==> src/hdl/pes_pkg.sv <==
// shared types and codes of the periodic event scheduler
`timescale 1ns / 1ps
package pes_pkg;

  localparam int unsigned DefCapacity = 64;
  localparam int unsigned DefMaxFires = 64;

  typedef enum logic [1:0] {
    REQ_SCHEDULE = 2'd0,
    REQ_CANCEL   = 2'd1,
    REQ_ADVANCE  = 2'd2,
    REQ_RUN      = 2'd3
  } pes_req_e;

  typedef enum logic [2:0] {
    ST_SCHEDULED  = 3'd0,
    ST_CANCEL_OK  = 3'd1,
    ST_CANCEL_REF = 3'd2,
    ST_FIRED      = 3'd3,
    ST_RUN_DONE   = 3'd4,
    ST_FULL       = 3'd5,
    ST_BAD_PERIOD = 3'd6,
    ST_ADVANCED   = 3'd7
  } pes_status_e;

  typedef enum logic [1:0] {
    ACT_INSERT = 2'd0,
    ACT_REMOVE = 2'd1,
    ACT_MARK   = 2'd2,
    ACT_REARM  = 2'd3
  } pes_act_e;

  typedef enum logic [2:0] {
    S_IDLE,
    S_SCAN,
    S_DECIDE,
    S_APPLY,
    S_EMIT
  } pes_state_e;

  typedef struct packed {
    logic [1:0]  req_type;
    logic [31:0] first_delay;
    logic        delay_given;
    logic [31:0] period;
    logic        periodic;
    logic [31:0] handle;
    logic [31:0] cycles;
  } pes_in_t;

  typedef struct packed {
    logic [2:0]  status;
    logic [31:0] out_handle;
    logic [63:0] now;
    logic        more_pending;
    logic        last;
  } pes_out_t;

  // payload of one table entry, the valid mark travels beside it
  typedef struct packed {
    logic [63:0] due;
    logic [31:0] handle;
    logic [31:0] period;
    logic        periodic;
    logic        cancelled;
  } pes_entry_t;

endpackage

==> src/hdl/pes_cell.sv <==
// one cell of the rotating entry ring
`timescale 1ns / 1ps
module pes_cell #(
  parameter int unsigned SLOT_W    = 6,
  parameter int unsigned INIT_SLOT = 0
) (
  input  logic                clk_i,
  input  logic                rst_ni,
  input  logic                shift_i,
  input  logic                valid_i,
  input  logic [SLOT_W-1:0]   slot_i,
  input  pes_pkg::pes_entry_t entry_i,
  output logic                valid_o,
  output logic [SLOT_W-1:0]   slot_o,
  output pes_pkg::pes_entry_t entry_o
);
  import pes_pkg::*;

  logic              valid_q;
  logic [SLOT_W-1:0] slot_q;
  pes_entry_t        entry_q;

  always_ff @(posedge clk_i or negedge rst_ni) begin
    if (!rst_ni) begin
      valid_q <= 1'b0;
      slot_q  <= SLOT_W'(INIT_SLOT);
    end else if (shift_i) begin
      valid_q <= valid_i;
      slot_q  <= slot_i;
    end
  end

  always_ff @(posedge clk_i) begin
    if (shift_i) begin
      entry_q <= entry_i;
    end
  end

  assign valid_o = valid_q;
  assign slot_o  = slot_q;
  assign entry_o = entry_q;

endmodule

==> config.mk <==
export PLATFORM = sky130hd
export DESIGN_NAME = pes_cell
export DESIGN_NICKNAME = d
export VERILOG_FILES = /design/src/hdl/pes_pkg.sv /design/src/hdl/pes_cell.sv
export SDC_FILE = /design/constraint.sdc
export NUM_CORES = 1
export LEC_CHECK = 0
export BUFFER_PORTS_ARGS = -buffer_cell sky130_fd_sc_hd__clkbuf_2
export CAP_MARGIN = 20
export CELL_PAD_IN_SITES_DETAIL_PLACEMENT = 1
export CELL_PAD_IN_SITES_GLOBAL_PLACEMENT = 1
export CORE_MARGIN = 3
export CORE_UTILIZATION = 35
export CTS_BUF_LIST = sky130_fd_sc_hd__clkbuf_8
export DETAILED_ROUTE_END_ITERATION = 12
export GPL_TIMING_DRIVEN = 0
export HOLD_SLACK_MARGIN = 0.03
export PLACE_DENSITY = 0.89
export SLEW_MARGIN = 20
export SYNTH_ARGS = -nofsm -noshare
export SYNTH_HDL_FRONTEND = slang
export SYNTH_SLANG_ARGS = --single-unit
==> constraint.sdc <==
create_clock -name clk_i -period 1.5 [get_ports clk_i]
set_input_delay 0.225 -clock clk_i [delete_from_list [all_inputs] [get_ports clk_i]]
set_output_delay 0.225 -clock clk_i [all_outputs]
set_load 0.005 [all_outputs]
==> impl_results.rst, run 1 <==
.. list-table::
   :header-rows: 1

   * - Metric
     - Value
   * - Synthesis-stage register bit count
     - 137
   * - Height of the chip
     - 115 µm
   * - Horiz. Die Dim
     - 115 µm
   * - Cts hold-fix bufs
     - 120
   * - Err
     - [ERROR RSZ-0060] Max buffer count reached.
   * - Run status
     - aborted with a tool error
   * - Last weighted congestion value of the routability-driven placer
     - 0.741
   * - CTS Root Cell
     - sky130_fd_sc_hd__clkbuf_8
   * - Number of distinct library cells after synthesis
     - 4
   * - Post-cts repair resize count
     - 0
   * - Post-CTS setup-driven buffer insertion count
     - 0
   * - CTS buffer count
     - 17
   * - H-Tree Level Count
     - 4
   * - Effective utilization at floorplan
     - 36.3%
   * - Buffers from clock root to sink, at most
     - 2
   * - Synthesized instance count
     - 145
   * - Placed Instance Area
     - 0.00579 mm²
   * - Pre-CTS setup slack
     - 88.5 ps
   * - Cell area after technology mapping
     - 0.00420 mm²
   * - Number of warnings reported in the yosys synthesis log
     - 0
   * - I/O pin cnt
     - about 280
   * - Fraction of the yosys area taken by sequential cells
     - 97.2%
   * - Num rows
     - 39
   * - Stop stage
     - clock tree synthesis
   * - Synthesized net count
     - 285
   * - Post-Syn Area per Cell
     - 28.9 µm²
   * - TritonCTS sink count
     - ~140
   * - Number of cells in the design after placement
     - 565
   * - Number of buffers inserted by port buffering
     - 276
==> cell families after synthesis <==
family	Yosys count	share of synthesized area, %
DFF	137	97.2
buffers and inverters	1	0.268
muxes	7	2.51
==> cells in the mapped netlist <==
cell                         n  area (µm²)
sky130_fd_sc_hd__buf_6       1        11.3
sky130_fd_sc_hd__dfrtp_1     7         175
sky130_fd_sc_hd__edfxtp_1  130        3900
sky130_fd_sc_hd__mux2_4      7         105
==> through the flow <==
| step | hold slack, ps | utilization (%) | TNS, ps |
|---|---|---|---|
| 3_5_place_dp | 65.3 | 50.1 | 0 |
| 2_1_floorplan | -70.6 | - | 0 |
| 3_3_place_gp | 61.0 | 49.8 | -187040 |
==> run 2, diff against run 1 <==
==> config.mk (replaced) <==
export PLATFORM = sky130hd
export DESIGN_NAME = pes_cell
export DESIGN_NICKNAME = d
export VERILOG_FILES = /design/src/hdl/pes_pkg.sv /design/src/hdl/pes_cell.sv
export SDC_FILE = /design/constraint.sdc
export NUM_CORES = 1
export LEC_CHECK = 0
export BUFFER_PORTS_ARGS = -buffer_cell sky130_fd_sc_hd__clkbuf_2
export CAP_MARGIN = 20
export CORE_MARGIN = 3
export CORE_UTILIZATION = 20
export DETAILED_ROUTE_END_ITERATION = 12
export GPL_TIMING_DRIVEN = 0
export PLACE_DENSITY_LB_ADDON = 0.15
export SLEW_MARGIN = 20
export SYNTH_ARGS = -nofsm -noshare
export SYNTH_HDL_FRONTEND = slang
export SYNTH_SLANG_ARGS = --single-unit
==> impl_results.rst, run 2 <==
.. list-table::
   :header-rows: 1

   * - Metric
     - Value
   * - Cell family with most CP delay
     - flip-flops
   * - Count of fill cells added during filler insertion
     - 1945
   * - Crit Path Category
     - register to output port
   * - Crit end category
     - output port
   * - PwrDens
     - ~1200 mW/mm²
   * - R2r worst-path depth
     - 1
   * - Diode count
     - 0
   * - Max Fclk
     - ~0.84 GHz
   * - Later-pin clock latency in the skew report
     - 400 ps
   * - Via-to-Cell Ratio
     - about 3.6
   * - Synthesized net count
     - 285 (unchanged)
   * - Crit-path slowest cell
     - sky130_fd_sc_hd__edfxtp_1
   * - Placed Instance Area
     - 0.00595 mm² (+2.7%)
   * - Run status
     - finished clean
   * - Setup repair after global routing missed its margin
     - false
   * - Placeable Area
     - 0.0204 mm²
   * - Top cell types by occurrence after synthesis
     - sky130_fd_sc_hd__edfxtp_1 (130), sky130_fd_sc_hd__dfrtp_1 (7), sky130_fd_sc_hd__mux2_4 (7)
   * - Worst Path Required
     - 1270 ps
   * - Number of buffers inserted by port buffering
     - 276 (unchanged)
   * - Worst-case vdd ir drop
     - 0.809 mV
   * - Most common cell in the netlist
     - sky130_fd_sc_hd__edfxtp_1
   * - DRT antenna net count
     - 0
   * - Starting DRC count in detailed routing
     - 39
   * - I/O pin cnt
     - 277 (unchanged)
   * - Cell area after technology mapping
     - 0.00420 mm² (unchanged)
   * - Fraction of the yosys area taken by sequential cells
     - 97.2% (unchanged)
   * - Number of distinct library cells after synthesis
     - 4 (unchanged)
   * - Share of the clock period used by the worst path
     - 79.5%
   * - Final design instance area without fill
     - 0.00786 mm²
   * - Pre-CTS setup slack
     - 55.5 ps (-33.0 ps)
   * - Last weighted congestion value of the routability-driven placer
     - 0.724 (-2.3%)
   * - Hold Fails Final Rpt
     - 0
   * - Effective utilization at floorplan
     - 20.5% (-16 points)
   * - Count of max-cap constraint violations
     - 0
   * - Post-Syn Area per Cell
     - 28.9 µm² (unchanged)
   * - Worst-path clk slew
     - around 70 ps
   * - Setup-failing EPs final
     - 0
   * - Via count
     - 3045
   * - Worst setup SP type
     - register
   * - Maximum number of pins on one net before global-route repair
     - 78
   * - Remaining global-route overflow
     - 0
   * - Largest stage delay, worst path
     - between 400 and 500 ps
   * - Final slew viol count
     - 0
   * - Endpoint of the worst-slack reg-to-reg timing path
     - valid_o$_DFFE_PN0P_
   * - Logic depth of the worst path, buffers included
     - 1
   * - CTS Root Cell
     - sky130_fd_sc_hd__clkbuf_16
   * - Worst-margin pin slew
     - 470 ps
   * - TritonCTS sink count
     - 137 (unchanged)
   * - CTS tree
     - done
   * - Number of nets in the layout
     - around 710
   * - Setup Skew
     - 0 ps
   * - Height of the chip
     - 151 µm (+31%)
   * - Layout cells sized above 1
     - 54.0%
   * - Post-CTS setup-driven buffer insertion count
     - 0 (unchanged)
   * - Share of synthesized flip-flops with an asynchronous set or reset
     - 5.11% (unchanged)
   * - Global-route wire length before repair
     - roughly 17 mm
   * - Max reg flops
     - 130
   * - Minimum hold slack
     - 47.6 ps
   * - DR WL/cell
     - between 10 and 15 µm
   * - Commonest non-fill, non-tap cells in the layout
     - sky130_fd_sc_hd__clkbuf_2 (275), sky130_fd_sc_hd__dlygate4sd3_1 (131), sky130_fd_sc_hd__edfxtp_1 (130)
   * - Number of global-route vias before repair
     - between 3000 and 4000
   * - Buffers plus inverters on the worst setup path
     - 1
   * - Post-Route WL
     - 11.8 mm
   * - Synthesis-stage register bit count
     - 137 (unchanged)
   * - Type of the tightest min-delay check
     - input pin to register
   * - Number of warnings reported in the yosys synthesis log
     - 0 (unchanged)
   * - H-Tree Level Count
     - 4 (unchanged)
   * - CP max FO
     - 1
   * - # DRC
     - 0
   * - Critical path cell sequence
     - clkbuf_2
   * - Detailed placer's ending HPWL
     - 8.13 mm
   * - Arrival time worst endpoint
     - 970 ps
   * - Die Area
     - 0.0227 mm²
   * - Crit path time final
     - 1190 ps
   * - Synthesized instance count
     - 145 (unchanged)
   * - End point of the worst hold path
     - slot_o[4]$_DFFE_PN0P_
   * - Initial antenna violation count
     - 0
   * - Register-to-register setup slack
     - 720 ps
   * - Beginning of the worst register-to-register path
     - valid_o$_DFFE_PN0P_
   * - Post-synth EDFFs
     - 130 (unchanged)
   * - Most area-hungry cell type in the Yosys netlist
     - sky130_fd_sc_hd__edfxtp_1
   * - First-pass DRT Iterations
     - 6
   * - Top-area cell type share of the netlist area
     - 93.1% (unchanged)
   * - Static power due to leakage
     - 3.41 nW
   * - Launch instance of the worst min-delay path
     - slot_i[4]
   * - Layout area overhead
     - 87.3%
   * - Horiz. Die Dim
     - 151 µm (+31%)
   * - CTS buffer count
     - 17 (unchanged)
   * - Worst path setup slack after routing
     - 307 ps
   * - Final non-filler cell total
     - 853
   * - Min-Delay Path Depth
     - 2
   * - Overall routing resource usage
     - between 10% and 20%
   * - Most common cell after layout, fill and taps aside
     - sky130_fd_sc_hd__clkbuf_2
   * - Buffers from clock root to sink, at most
     - 2 (unchanged)
   * - Num rows
     - 52 (+33%)
   * - Relative slew margins
     - 68.6%
   * - Most used flip-flop cell after synthesis
     - sky130_fd_sc_hd__edfxtp_1
   * - Ranking of synthesized cells by area
     - sky130_fd_sc_hd__edfxtp_1 (93%), sky130_fd_sc_hd__dfrtp_1 (4.2%), sky130_fd_sc_hd__mux2_4 (2.5%)
   * - Number of cells in the design after placement
     - 692 (+22%)
[run 2: cell counts after synthesis]
No cell type changed its count.
[run 2: layer usage]
layer  vias to the layer above  routed length, µm  GRT usage, %
met1                      1391               4500          10.9
met4                         0                159          4.26
met3                         8               1780          6.10
met5                         -                  0             0
li1                       1440                  -             -
met2                       206               5340          15.8
[run 2: how the worst max path moves through the flow]
stage                                    start                    end
after global placement                 shift_i  slot_o[1]$_DFFE_PN0P_
after CTS                 entry_o[3]$_DFFE_PP_             entry_o[3]
after global routing      entry_o[3]$_DFFE_PP_             entry_o[3]
after floorplan                        shift_i  slot_o[0]$_DFFE_PN0P_
after detailed placement               shift_i  entry_o[36]$_DFFE_PP_
final                     entry_o[3]$_DFFE_PP_             entry_o[3]
[run 2: per-stage QoR]
stage	TNS (ps)	total power, mW	util (%)
final	0	9.79	38.5
after CTS	0	9.96	38.5
after global placement	-205380	5.37	29.0
after detailed placement	0	5.37	29.1
after global routing	0	10.2	38.5
after floorplan	0	4.77	-
[run 2: area by class of cell]
type	instances	area [µm²]	area share, %
plain buffers	1	11.3	0.143
clock buffers	17	425	5.41
clock inverters	13	170	2.17
multi-input cells	7	105	1.34
flip-flops and latches	137	4080	51.9
well taps	270	338	4.30
repair buffers	408	2730	34.7
[run 2: logic make-up after synthesis]
group	Yosys count	share of synthesized area (%)
muxes	7	2.51
DFF	137	97.2
buffers and inverters	1	0.268
[run 2: where the power goes]
group / leakage, nW / switching, mW / internal, mW / total (mW)
logic: 1.77 / 0.359 / 0.570 / 0.929
clock network: 0.283 / 1.62 / 2.62 / 4.24
registers: 1.35 / 0.0906 / 4.53 / 4.62
[run 2: what timing repair did]
action / 4_1_cts / 5_1_grt
gates resized for setup: 0 / 0
hold buffers: 131 / 0
hold endpoints to repair: 137 / 0
Power figures use the tool's default switching activity.
